--- config.mk ---
export PLATFORM = sky130hd
export DESIGN_NAME = timed_zone_sequencer
export DESIGN_NICKNAME = d
export VERILOG_FILES = /design/src/hdl/tzs_pkg.sv /design/src/hdl/timed_zone_sequencer.sv
export SDC_FILE = /design/constraint.sdc
export NUM_CORES = 1
export LEC_CHECK = 0
export ABC_AREA = 1
export BUFFER_PORTS_ARGS = -buffer_cell sky130_fd_sc_hd__buf_2
export CAP_MARGIN = 20
export CORE_MARGIN = 2
export CORE_UTILIZATION = 50
export CTS_CLUSTER_SIZE = 24
export DETAILED_ROUTE_END_ITERATION = 8
export GPL_TIMING_DRIVEN = 0
export PLACE_DENSITY = 0.75
export SLEW_MARGIN = 10
export SYNTH_ARGS = -nofsm -noshare
export SYNTH_HDL_FRONTEND = slang
export SYNTH_SLANG_ARGS = --single-unit
--- constraint.sdc ---
create_clock -name clk -period 14.15 [get_ports clk]
set_input_delay 1.415 -clock clk [delete_from_list [all_inputs] [get_ports clk]]
set_output_delay 1.415 -clock clk [all_outputs]
set_load 0.005 [all_outputs]
--- src/hdl/tzs_pkg.sv ---
// Package for the timed zone sequencer: action codes, step entry layout,
// timing constants and the result record.
// No dependencies.
package tzs_pkg;

  localparam int unsigned STEP_SLOTS = 8;
  localparam int unsigned RELAY_W    = 8;

  localparam logic [2:0] ACT_TICK        = 3'd0;
  localparam logic [2:0] ACT_LOAD_STEP   = 3'd1;
  localparam logic [2:0] ACT_START_PROG  = 3'd2;
  localparam logic [2:0] ACT_START_ZONE  = 3'd3;
  localparam logic [2:0] ACT_STOP        = 3'd4;
  localparam logic [2:0] ACT_SET_DEFAULT = 3'd5;

  // Last millisecond count inside one minute and inside one second.
  localparam logic [15:0] MS_LAST_OF_MINUTE = 16'd59999;
  localparam logic [15:0] MS_LAST_OF_SECOND = 16'd999;

  localparam logic [15:0] RESET_DEFAULT_MINUTES = 16'd10;
  localparam logic [3:0]  MAX_STEP_COUNT        = 4'd8;

  typedef struct packed {
    logic [2:0]  zone;
    logic [15:0] minutes;
  } step_t;

  typedef struct packed {
    logic [2:0] current_zone;
    logic [2:0] step_number;
    logic       filling;
    logic       running;
    logic [7:0] relay_drive;
    logic [7:0] relay_bits;
  } result_t;

endpackage

--- src/hdl/timed_zone_sequencer.sv ---
// Timed zone sequencer top level: program stepping, timing and output skid stage.
// Depends on tzs_pkg.
//
//   port group   dir   accepted when          payload
//   s_*          in    s_tvalid & s_tready    tuser action, tdata step fields
//   m_*          out   m_tvalid & m_tready    tdata status, tlast finished
//   cfg_wr_*     in    cfg_wr_en              delay_seconds
//
// Every item is handled combinationally; its result is registered and shows on
// m_*, so one item can be taken in every cycle while s_tready is high.
// A two-entry output stage (result register plus skid register) keeps s_tready
// high for one more item while a result waits; s_tready drops only when both hold one.
// Reset is synchronous, clears the program state and sets every zone default to ten.
module timed_zone_sequencer #(
  parameter int unsigned ZONE_COUNT = 8
) (
  input  logic        clk,
  input  logic        rst,
  input  logic        s_tvalid,
  output logic        s_tready,
  input  logic [2:0]  s_tuser,   // action
  input  logic [31:0] s_tdata,   // index, zone, minutes, step_count, zero fill
  output logic        m_tvalid,
  input  logic        m_tready,
  output logic [23:0] m_tdata,   // relay_bits, relay_drive, running, filling,
                                 // step_number, current_zone
  output logic        m_tlast,   // finished
  input  logic        cfg_wr_en,
  input  logic [15:0] cfg_wr_data
);
  import tzs_pkg::*;

  logic [2:0]  in_index;
  logic [2:0]  in_zone;
  logic [15:0] in_minutes;
  logic [3:0]  in_count;
  logic        accept;

  logic [15:0] delay_seconds;
  logic        run_flag, run_flag_next;
  logic        delay_flag, delay_flag_next;
  logic [2:0]  step_pos, step_pos_next;
  logic [3:0]  active_length, active_length_next;
  logic [15:0] ms_count, ms_count_next;
  logic [15:0] unit_count, unit_count_next;
  logic [15:0] target_minutes, target_minutes_next;
  logic [2:0]  cur_zone, cur_zone_next;
  step_t       active_steps [STEP_SLOTS];
  step_t       active_steps_next [STEP_SLOTS];
  step_t       staged_steps [STEP_SLOTS];
  step_t       staged_steps_next [STEP_SLOTS];
  logic [15:0] zone_default [STEP_SLOTS];
  logic [15:0] zone_default_next [STEP_SLOTS];

  logic        done;
  logic        start_step;
  step_t       start_entry;
  step_t       read_entry;
  logic [2:0]  read_addr;
  logic [3:0]  pos_inc;
  logic        ms_wrap;
  logic [15:0] ms_inc;
  logic [15:0] unit_inc;
  logic [3:0]  sat_count;
  logic        in_zone_ok;
  logic        cur_zone_ok;
  result_t     result;
  result_t     out_reg, skid_reg;
  logic        out_valid, skid_valid;
  logic        out_last, skid_last;

  assign in_index   = s_tdata[2:0];
  assign in_zone    = s_tdata[5:3];
  assign in_minutes = s_tdata[21:6];
  assign in_count   = s_tdata[25:22];

  assign s_tready = !skid_valid;
  assign accept   = s_tvalid && s_tready;

  assign pos_inc    = {1'b0, step_pos} + 4'd1;
  assign read_addr  = delay_flag ? step_pos : pos_inc[2:0];
  assign read_entry = active_steps[read_addr];
  assign ms_wrap    = delay_flag ? (ms_count == MS_LAST_OF_SECOND)
                                 : (ms_count == MS_LAST_OF_MINUTE);
  assign ms_inc     = ms_wrap ? 16'd0 : ms_count + 16'd1;
  assign unit_inc   = unit_count + {15'd0, ms_wrap};
  assign sat_count  = (in_count > MAX_STEP_COUNT) ? MAX_STEP_COUNT : in_count;
  assign in_zone_ok = ({2'b00, in_zone} < 5'(ZONE_COUNT));

  always_comb begin
    run_flag_next       = run_flag;
    delay_flag_next     = delay_flag;
    step_pos_next       = step_pos;
    active_length_next  = active_length;
    ms_count_next       = ms_count;
    unit_count_next     = unit_count;
    target_minutes_next = target_minutes;
    cur_zone_next       = cur_zone;
    active_steps_next   = active_steps;
    staged_steps_next   = staged_steps;
    zone_default_next   = zone_default;
    done                = 1'b0;
    start_step          = 1'b0;
    start_entry         = read_entry;
    if (accept) begin
      unique case (s_tuser)
        ACT_TICK: begin
          if (run_flag) begin
            ms_count_next   = ms_inc;
            unit_count_next = unit_inc;
            if (delay_flag) begin
              if (unit_inc >= delay_seconds) begin
                start_step = 1'b1;
              end
            end else if (unit_inc >= target_minutes) begin
              if (pos_inc >= active_length) begin
                run_flag_next   = 1'b0;
                delay_flag_next = 1'b0;
                step_pos_next   = 3'd0;
                done            = 1'b1;
              end else begin
                step_pos_next = pos_inc[2:0];
                if (delay_seconds != 16'd0) begin
                  delay_flag_next = 1'b1;
                  ms_count_next   = 16'd0;
                  unit_count_next = 16'd0;
                  cur_zone_next   = read_entry.zone;
                end else begin
                  start_step = 1'b1;
                end
              end
            end
          end
        end
        ACT_LOAD_STEP: begin
          staged_steps_next[in_index] = '{zone: in_zone, minutes: in_minutes};
        end
        ACT_START_PROG: begin
          if (run_flag) begin
            run_flag_next   = 1'b0;
            delay_flag_next = 1'b0;
            step_pos_next   = 3'd0;
          end
          if (sat_count != 4'd0) begin
            active_steps_next  = staged_steps;
            active_length_next = sat_count;
            step_pos_next      = 3'd0;
            run_flag_next      = 1'b1;
            start_step         = 1'b1;
            start_entry        = staged_steps[0];
          end
        end
        ACT_START_ZONE: begin
          if (in_zone_ok) begin
            active_steps_next[0] = '{zone: in_zone, minutes: in_minutes};
            active_length_next   = 4'd1;
            step_pos_next        = 3'd0;
            run_flag_next        = 1'b1;
            start_step           = 1'b1;
            start_entry          = '{zone: in_zone, minutes: in_minutes};
          end
        end
        ACT_STOP: begin
          if (run_flag) begin
            run_flag_next   = 1'b0;
            delay_flag_next = 1'b0;
            step_pos_next   = 3'd0;
          end
        end
        ACT_SET_DEFAULT: begin
          if (in_zone_ok) begin
            zone_default_next[in_zone] = in_minutes;
          end
        end
        default: begin
        end
      endcase
    end
    if (start_step) begin
      delay_flag_next     = 1'b0;
      ms_count_next       = 16'd0;
      unit_count_next     = 16'd0;
      cur_zone_next       = start_entry.zone;
      target_minutes_next = (start_entry.minutes == 16'd0) ?
                            zone_default[start_entry.zone] : start_entry.minutes;
    end
  end

  assign cur_zone_ok = ({2'b00, cur_zone_next} < 5'(ZONE_COUNT));

  always_comb begin
    result = '0;
    if (run_flag_next && !delay_flag_next && cur_zone_ok) begin
      result.relay_bits = 8'd1 << cur_zone_next;
    end
    result.relay_drive = ~result.relay_bits;
    result.running     = run_flag_next;
    result.filling     = run_flag_next && delay_flag_next;
    if (run_flag_next) begin
      result.step_number  = step_pos_next;
      result.current_zone = cur_zone_next;
    end
  end

  always_ff @(posedge clk) begin
    if (rst) begin
      delay_seconds  <= 16'd0;
      run_flag       <= 1'b0;
      delay_flag     <= 1'b0;
      step_pos       <= 3'd0;
      active_length  <= 4'd0;
      ms_count       <= 16'd0;
      unit_count     <= 16'd0;
      target_minutes <= 16'd0;
      cur_zone       <= 3'd0;
      for (int i = 0; i < STEP_SLOTS; i++) begin
        active_steps[i] <= '0;
        staged_steps[i] <= '0;
        zone_default[i] <= RESET_DEFAULT_MINUTES;
      end
    end else begin
      if (cfg_wr_en) begin
        delay_seconds <= cfg_wr_data;
      end
      run_flag       <= run_flag_next;
      delay_flag     <= delay_flag_next;
      step_pos       <= step_pos_next;
      active_length  <= active_length_next;
      ms_count       <= ms_count_next;
      unit_count     <= unit_count_next;
      target_minutes <= target_minutes_next;
      cur_zone       <= cur_zone_next;
      active_steps   <= active_steps_next;
      staged_steps   <= staged_steps_next;
      zone_default   <= zone_default_next;
    end
  end

  always_ff @(posedge clk) begin
    if (rst) begin
      out_valid  <= 1'b0;
      skid_valid <= 1'b0;
    end else if (!out_valid || m_tready) begin
      if (skid_valid) begin
        out_valid  <= 1'b1;
        skid_valid <= 1'b0;
      end else begin
        out_valid <= accept;
      end
    end else if (accept) begin
      skid_valid <= 1'b1;
    end
  end

  always_ff @(posedge clk) begin
    if (!out_valid || m_tready) begin
      if (skid_valid) begin
        out_reg  <= skid_reg;
        out_last <= skid_last;
      end else begin
        out_reg  <= result;
        out_last <= done;
      end
    end else if (accept) begin
      skid_reg  <= result;
      skid_last <= done;
    end
  end

  assign m_tvalid = out_valid;
  assign m_tdata  = out_reg;
  assign m_tlast  = out_last;

endmodule

==> run_results.csv, run 1 <==
group,metric,value,unit
outcome,status,"finished, final reports clean",
detailed_routing,avgRoutedWirePerCell,20.1,um
floorplan,dieHeight,228,um
yosys,synth_area,25000,um2
setup_path,cp.arrival,6.35,ns
sta,finalSetupViolCount,0,
final_layout,final_layout_size_suffix_gt1_share,7.95,%
setup_path,cp_common_cell,"nand2_1",
sta,slew_violations,0,
clocking,postCtsHoldBufs,0,
detailed_routing,drtAntennaViolNets,0,
global_route,grt-ovfl-total,0,
floorplan,ios,83,
min_path,hp-class,"flop to flop",
clocking,clockBufferDepth,3,
detailed_routing,vias,24198,
clocking,cts_setup_buffers,0,
final_layout,regArea,11700,um2
floorplan,std_cell_rows,81,
yosys,synth.top_cell.area_share,40.9,%
power_and_ir_drop,p_per_area,131,nW/um2
final_layout,syn_to_final_growth,13.3,%
detailed_routing,vias_per_cell,5.71,
yosys,synth_cell_type_count,50,
detailed_routing,drtIter0Drc,2870,
yosys,synth.avg_cell_area,7.36,um2
yosys,ys_top_cells_by_count,"nand2_1 (521), dfxtp_1 (510), o21ai_0 (493), nor2_1 (406), inv_1 (385)",
floorplan,die-area,51800,um2
floorplan,start_util,50.8,%
sta,rsz0062_at_grt,"no",
sta,min_period,5.96,ns
sta,finalCritPeriodShare,42.2,%
placed_design,gp_congestion,1.03,
final_layout,fin_nets,3629,
final_layout,reg.largest.list,"active_steps x152, staged_steps x152, zone_default x128",
clocking,numClockSinks,560,
floorplan,core_area,49200,um2
clocking,post_cts_resized,0,
yosys,synth_cells,3393,
power_and_ir_drop,p_total,3.71,mW
global_route,grt_pass1_wl,127000,um
yosys,syn-num-nets,3489,
global_route,antenna_found_initial,1,
yosys,ys_seq_area_share,46.9,%
clocking,clk_pin_slew,0.06,ns
sta,skew,0.0178,ns
setup_path,slowest_delay,0.37,ns
global_route,grt_pass1_vias,21686,
placed_design,portBuffers,71,
yosys,netlist_top_cells_area,"dfxtp_1 (41%), o21ai_0 (9.9%), nand2_1 (7.8%)",
clocking,cts_tree,"done",
global_route,grt_use_total,32.5,%
setup_path,r2r_slack,8.19,ns
final_layout,final_core_util,57.6,%
sta,hold_violations,0,
flow_run,drv_cap,0,
final_layout,fillers,4652,
yosys,synth_largest_area_cell,"dfxtp_1",
detailed_routing,drtPass1Iterations,9,
yosys,synth_most_common_cell,"nand2_1",
sta,slew_headroom,18.3,%
detailed_routing,drt-total-wl,85100,um
yosys,synth-edff-count,50,
yosys,ys_ff_latch,560,
setup_path,crit_path_max_fanout,10,
sta,tightestPinTransition,1.22,ns
setup_path,cp.required,14.53,ns
placed_design,dpl.cell_count,4138,
final_layout,multiInputGateArea,10800,um2
clocking,clock-root-buffer,"clkbuf_16",
final_layout,finalInstanceArea,28300,um2
setup_path,endpoint_kind,"flop",
setup_path,start_kind,"flop",
floorplan,fp.dieW,228,um
setup_path,path_class,"flop to flop",
yosys,ys_warn_count,0,
power_and_ir_drop,peakVddDrop,0.0969,mV
setup_path,cp_slowest_cell,"dfxtp_1",
placed_design,dpl_cell_area,26300,um2
clocking,htreeDepth,2,
clocking,insertion_delay,0.64,ns
global_route,grt_max_degree,29,
clocking,cts_buffers,57,
yosys,synthFlopType,"dfxtp_1",
final_layout,layout.cells.non_filler,4239,
sta,setup-tns-final,0,ns
power_and_ir_drop,leakagePower,11.5,nW
sta,fmaxAchievable,168,MHz
yosys,async_flop_share,0,%
detailed_routing,drc_errors,0,
placed_design,dpl.hpwl,61000,um
cells in the final DEF (no fill, tap or decap), types with 4 or more instances in the layout:
master / instances
clkbuf_1: 174
ha_1: 40
o21ai_0: 493
dfxtp_1: 510
nor3_1: 12
nor2_1: 405
nand3_1: 132
clkinv_1: 6
o21ai_1: 24
buf_8: 8
o21ai_2: 5
a211oi_1: 4
xor2_1: 19
o22ai_1: 7
nor4_1: 5
inv_1: 385
nor2_4: 6
a22oi_1: 17
a31oi_1: 5
buf_6: 13
inv_2: 14
nand4_1: 15
buf_1: 8
buf_2: 104
o211ai_1: 76
clkbuf_16: 59
nor2_2: 4
edfxtp_1: 50
bufinv_16: 8
nand2_1: 521
a21oi_1: 366
clkbuf_8: 10
clkinv_2: 6
buf_4: 8
nand2_2: 12
through the flow:
step	hold slack [ns]	setup WS (ns)
detailed placement	0.432	8.33
floorplan	0.420	9.43
global route	0.450	7.51
finish	0.440	8.19
global placement	0.428	8.37
CTS	0.441	8.28
critical path, delay by kind of cell (launching register included):
family                   cells  cell delay (ns)
AO/OA/AOI/OAI                1             0.17
XOR/XNOR                     1             0.16
adder cells (fa/ha/maj)      4             0.88
buffers and inverters        2             0.35
flip-flops                   1             0.37
AND/OR/NAND/NOR             25             3.80
cells by family after synthesis:
logic type | after synthesis | synth area share (%)
DFF | 560 | 46.9
adders and majority gates | 40 | 2.00
and+or+nand+nor | 1132 | 18.7
xor gates and xnor gates | 22 | 0.771
AOI/OAI and AO/OA | 1010 | 21.6
buffers and inverters | 629 | 10.1
metal layers:
metal	vias up	track usage (%)	wire, um
met5	-	0	13
met4	2	17.4	4940
met3	284	5.52	8460
met2	1281	50.8	37200
met1	11250	43.0	34500
li1	11381	-	-
path summary, 6_finish.rpt:
kind,start,endpoint,cells after the start
setup / recovery,ms_count[0]$_SDFFE_PP0P_,m_tdata[9]$_DFFE_PP_,33
hold / removal,staged_steps[119]$_SDFFE_PP0P_,staged_steps[119]$_SDFFE_PP0P_,2
setup reg to reg,ms_count[0]$_SDFFE_PP0P_,m_tdata[9]$_DFFE_PP_,33
hold reg to reg,staged_steps[119]$_SDFFE_PP0P_,staged_steps[119]$_SDFFE_PP0P_,2
area by class of cell:
class | instances | area share (%)
antenna | 1 | 0.00884
buffer | 223 | 3.50
clock buffer | 80 | 5.85
clock inverter | 20 | 1.17
inverter | 406 | 5.39
multi-input combinational | 2204 | 38.0
sequential | 560 | 41.4
tap | 664 | 2.94
timing repair buffer | 81 | 1.76
power breakdown:
group	switching [mW]	leakage, nW	total (mW)	internal, mW
clock	0.656	0.968	1.61	0.959
sequential	0.0135	4.61	1.65	1.63
combinational	0.333	5.89	0.452	0.119
total	1.00	11.5	3.71	2.71
No activity file was read; power rests on OpenSTA's default activity.
==> inputs of run 2 (changes only) <==
--- a/config.mk
+++ b/config.mk
@@ -5,7 +5,7 @@
 export SDC_FILE = /design/constraint.sdc
 export NUM_CORES = 1
 export LEC_CHECK = 0
-export ABC_AREA = 1
+export ABC_AREA = 0
 export BUFFER_PORTS_ARGS = -buffer_cell sky130_fd_sc_hd__buf_2
 export CAP_MARGIN = 20
 export CORE_MARGIN = 2
==> constraint.sdc (replaced) <==
create_clock -name clk -period 6.2 [get_ports clk]
set_input_delay 0.62 -clock clk [delete_from_list [all_inputs] [get_ports clk]]
set_output_delay 0.62 -clock clk [all_outputs]
set_load 0.005 [all_outputs]
==> run_results.csv, run 2 <==
group,metric,value,unit
power_and_ir_drop,leakagePower,9.72,nW
yosys,ys_seq_area_share,48.3,%
clocking,postCtsHoldBufs,0,
sta,holdWs,0.232,ns
final_layout,mostFrequentLayoutCell,"nand2_1",
min_path,hp-class,"input port to flop",
yosys,synth_cell_type_count,72,
final_layout,finalInstanceArea,27300,um2
detailed_routing,vias_per_cell,5.97,
floorplan,die-area,50200,um2
setup_path,reg2regPathDepth,23,
sta,slew_violations,0,
detailed_routing,drtIter0Drc,2711,
setup_path,start_kind,"flop",
yosys,synthFlopType,"dfxtp_1",
power_and_ir_drop,peakVddDrop,0.222,mV
final_layout,layout.cells.non_filler,3803,
clocking,clockBufferDepth,3,
placed_design,portBuffers,58,
final_layout,layout_common_cells,"nand2_1 (956), dfxtp_1 (510), a21oi_1 (434)",
yosys,netlist_top_cells_area,"dfxtp_1 (42%), nand2_1 (15%), a21oi_1 (9.0%)",
final_layout,n_antenna_cell,0,
setup_path,crit_family,"compound AO/OA/AOI/OAI gates",
detailed_routing,vias,22699,
yosys,synth.top_cell.area_share,42.1,%
clocking,cts_buffers,57,
final_layout,syn_to_final_growth,12.8,%
floorplan,start_util,50.7,%
setup_path,endpoint_kind,"flop",
placed_design,gp_congestion,1.01,
setup_path,cp.arrival,6.14,ns
flow_run,drv_cap,0,
sta,hold_violations,0,
final_layout,fin_nets,3237,
yosys,synth_cells,3013,
clocking,cts_tree,"done",
clocking,clock-root-buffer,"clkbuf_16",
yosys,synth.avg_cell_area,8.04,um2
detailed_routing,drtAntennaViolNets,0,
detailed_routing,drt-total-wl,82700,um
power_and_ir_drop,p_total,7.57,mW
clocking,htreeDepth,2,
setup_path,crit_chain,"buf_6, o41ai_1, nand4_1, a21oi_1, ha_1, ha_1, nand2_1, nor2_1, and3_1, nand3_1, xnor2_1, ha_1, a21o_1, a21oi_1, o211ai_1, a221o_1, and3b_1, buf_2, mux2i_1, mux2_2, nor2b_1, clkbuf_1, a22o_1",
floorplan,ios,83,
placed_design,dpl.cell_count,3693,
min_path,min_path_cells,3,
sta,slew_headroom,18.7,%
setup_path,crit_path_max_fanout,19,
global_route,grt_pass1_wl,124000,um
floorplan,dieHeight,224,um
sta,finalCritPeriodShare,92.9,%
detailed_routing,avgRoutedWirePerCell,21.7,um
floorplan,core_area,47700,um2
final_layout,final_layout_size_suffix_gt1_share,7.43,%
floorplan,fp.dieW,224,um
global_route,antenna_found_initial,1,
placed_design,dpl_cell_area,25400,um2
setup_path,cp.required,6.57,ns
final_layout,final_core_util,57.3,%
clocking,clk_pin_slew,0.06,ns
placed_design,dpl.hpwl,60500,um
final_layout,reg.largest.list,"active_steps x152, staged_steps x152, zone_default x128",
sta,rsz0062_at_grt,"no",
detailed_routing,drc_errors,0,
yosys,synth-edff-count,50,
yosys,synth_most_common_cell,"nand2_1",
setup_path,crit_cells,23,
sta,finalSetupViolCount,0,
global_route,grt_max_degree,20,
yosys,async_flop_share,0,%
detailed_routing,drtPass1Iterations,6,
yosys,syn-num-nets,3109,
sta,min_period,5.76,ns
clocking,insertion_delay,0.64,ns
setup_path,slowest_delay,0.45,ns
setup_path,path_class,"flop to flop",
floorplan,std_cell_rows,80,
power_and_ir_drop,p_per_area,277,nW/um2
global_route,grt_use_total,32.4,%
sta,skew,0.0264,ns
global_route,grt-ovfl-total,0,
outcome,status,"finished, final reports clean",
global_route,grt_pass1_vias,21208,
yosys,ys_warn_count,0,
sta,fmaxAchievable,174,MHz
sta,tightestPinTransition,1.22,ns
yosys,synth_area,24200,um2
yosys,ys_ff_latch,560,
setup_path,critPathBufInv,3,
yosys,ys_top_cells_by_count,"nand2_1 (956), dfxtp_1 (510), a21oi_1 (434), clkbuf_1 (198), nor2_1 (162)",
yosys,synth_largest_area_cell,"dfxtp_1",
clocking,numClockSinks,560,
setup_path,cp_common_cell,"ha_1",
setup_path,cp_slowest_cell,"xnor2_1",
-- run 2: what timing repair did --
| item | in CTS | in global routing |
|---|---|---|
| pin swaps | 1 | 1 |
| setup buffers | 1 | 1 |
| gates resized for setup | 5 | 8 |
| endpoints found under the setup margin | 25 | 90 |
-- run 2: where the power goes --
group	switching, mW	internal [mW]
Combinational	0.294	0.103
Clock	1.50	1.97
Sequential	0.0202	3.68
Total	1.81	5.76
-- run 2: area by class of cell --
cell class              instances  area [um2]
fillers                      4239       20400
flip-flops and latches        560       11700
multi-input cells            2166       11400
clock buffers                  75        1550
plain buffers                 237         981
well taps                     615         769
repair buffers                 70         414
clock inverters                31         305
inverters                      49         184
-- run 2: metrics by stage --
step,setup TNS (ns),setup WS (ns)
5_1_grt,0,0.00383
4_1_cts,0,0.00819
3_5_place_dp,-2.54,-0.278
6_report,0,0.438
3_3_place_gp,-0.116,-0.0293
2_1_floorplan,0,1.22
-- run 2: cells by family (layout without fill, tap and decap cells) --
family | Yosys count | in the layout | share of synthesized area [%]
AOI/OAI and AO/OA | 637 | 637 | 15.6
xor gates and xnor gates | 22 | 22 | 0.935
adders and majority gates | 40 | 40 | 2.07
buffers and inverters | 287 | 462 | 4.81
DFF | 560 | 560 | 48.3
muxes | 101 | 101 | 4.50
and+or+nand+nor | 1366 | 1366 | 23.8
-- run 2: worst register-to-register path: stages (launching register included) --
cell      delay (ns)
dfxtp_1         0.32
buf_6           0.18
o41ai_1         0.36
nand4_1         0.14
a21oi_1         0.20
ha_1            0.20
ha_1            0.27
nand2_1         0.10
nor2_1          0.22
and3_1          0.27
nand3_1         0.11
xnor2_1         0.45
ha_1            0.37
a21o_1          0.19
a21oi_1         0.17
o211ai_1        0.14
a221o_1         0.38
and3b_1         0.20
buf_2           0.17
mux2i_1         0.13
mux2_2          0.36
nor2b_1         0.16
clkbuf_1        0.19
a22o_1          0.22
-- run 2: metal layers --
metal	share of wire, %	GRT usage, %	routed length [um]
met1	39	41.7	32500
met5	0.013	0	11
met4	6.4	19.7	5320
met3	9.6	5.34	7910
met2	45	51.1	36900
-- run 2: path summary, 6_finish.rpt --
kind | from | end | slack, ns
max | delay_flag$_SDFF_PP0_ | m_tdata[5]$_DFFE_PP_ | 0.44
min | cfg_wr_data[9] | delay_seconds[9]$_SDFFE_PP0P_ | 0.23
max reg2reg | delay_flag$_SDFF_PP0_ | m_tdata[5]$_DFFE_PP_ | 0.44
min reg2reg | staged_steps[10]$_SDFFE_PP0P_ | active_steps[10]$_SDFFE_PP0P_ | 0.45
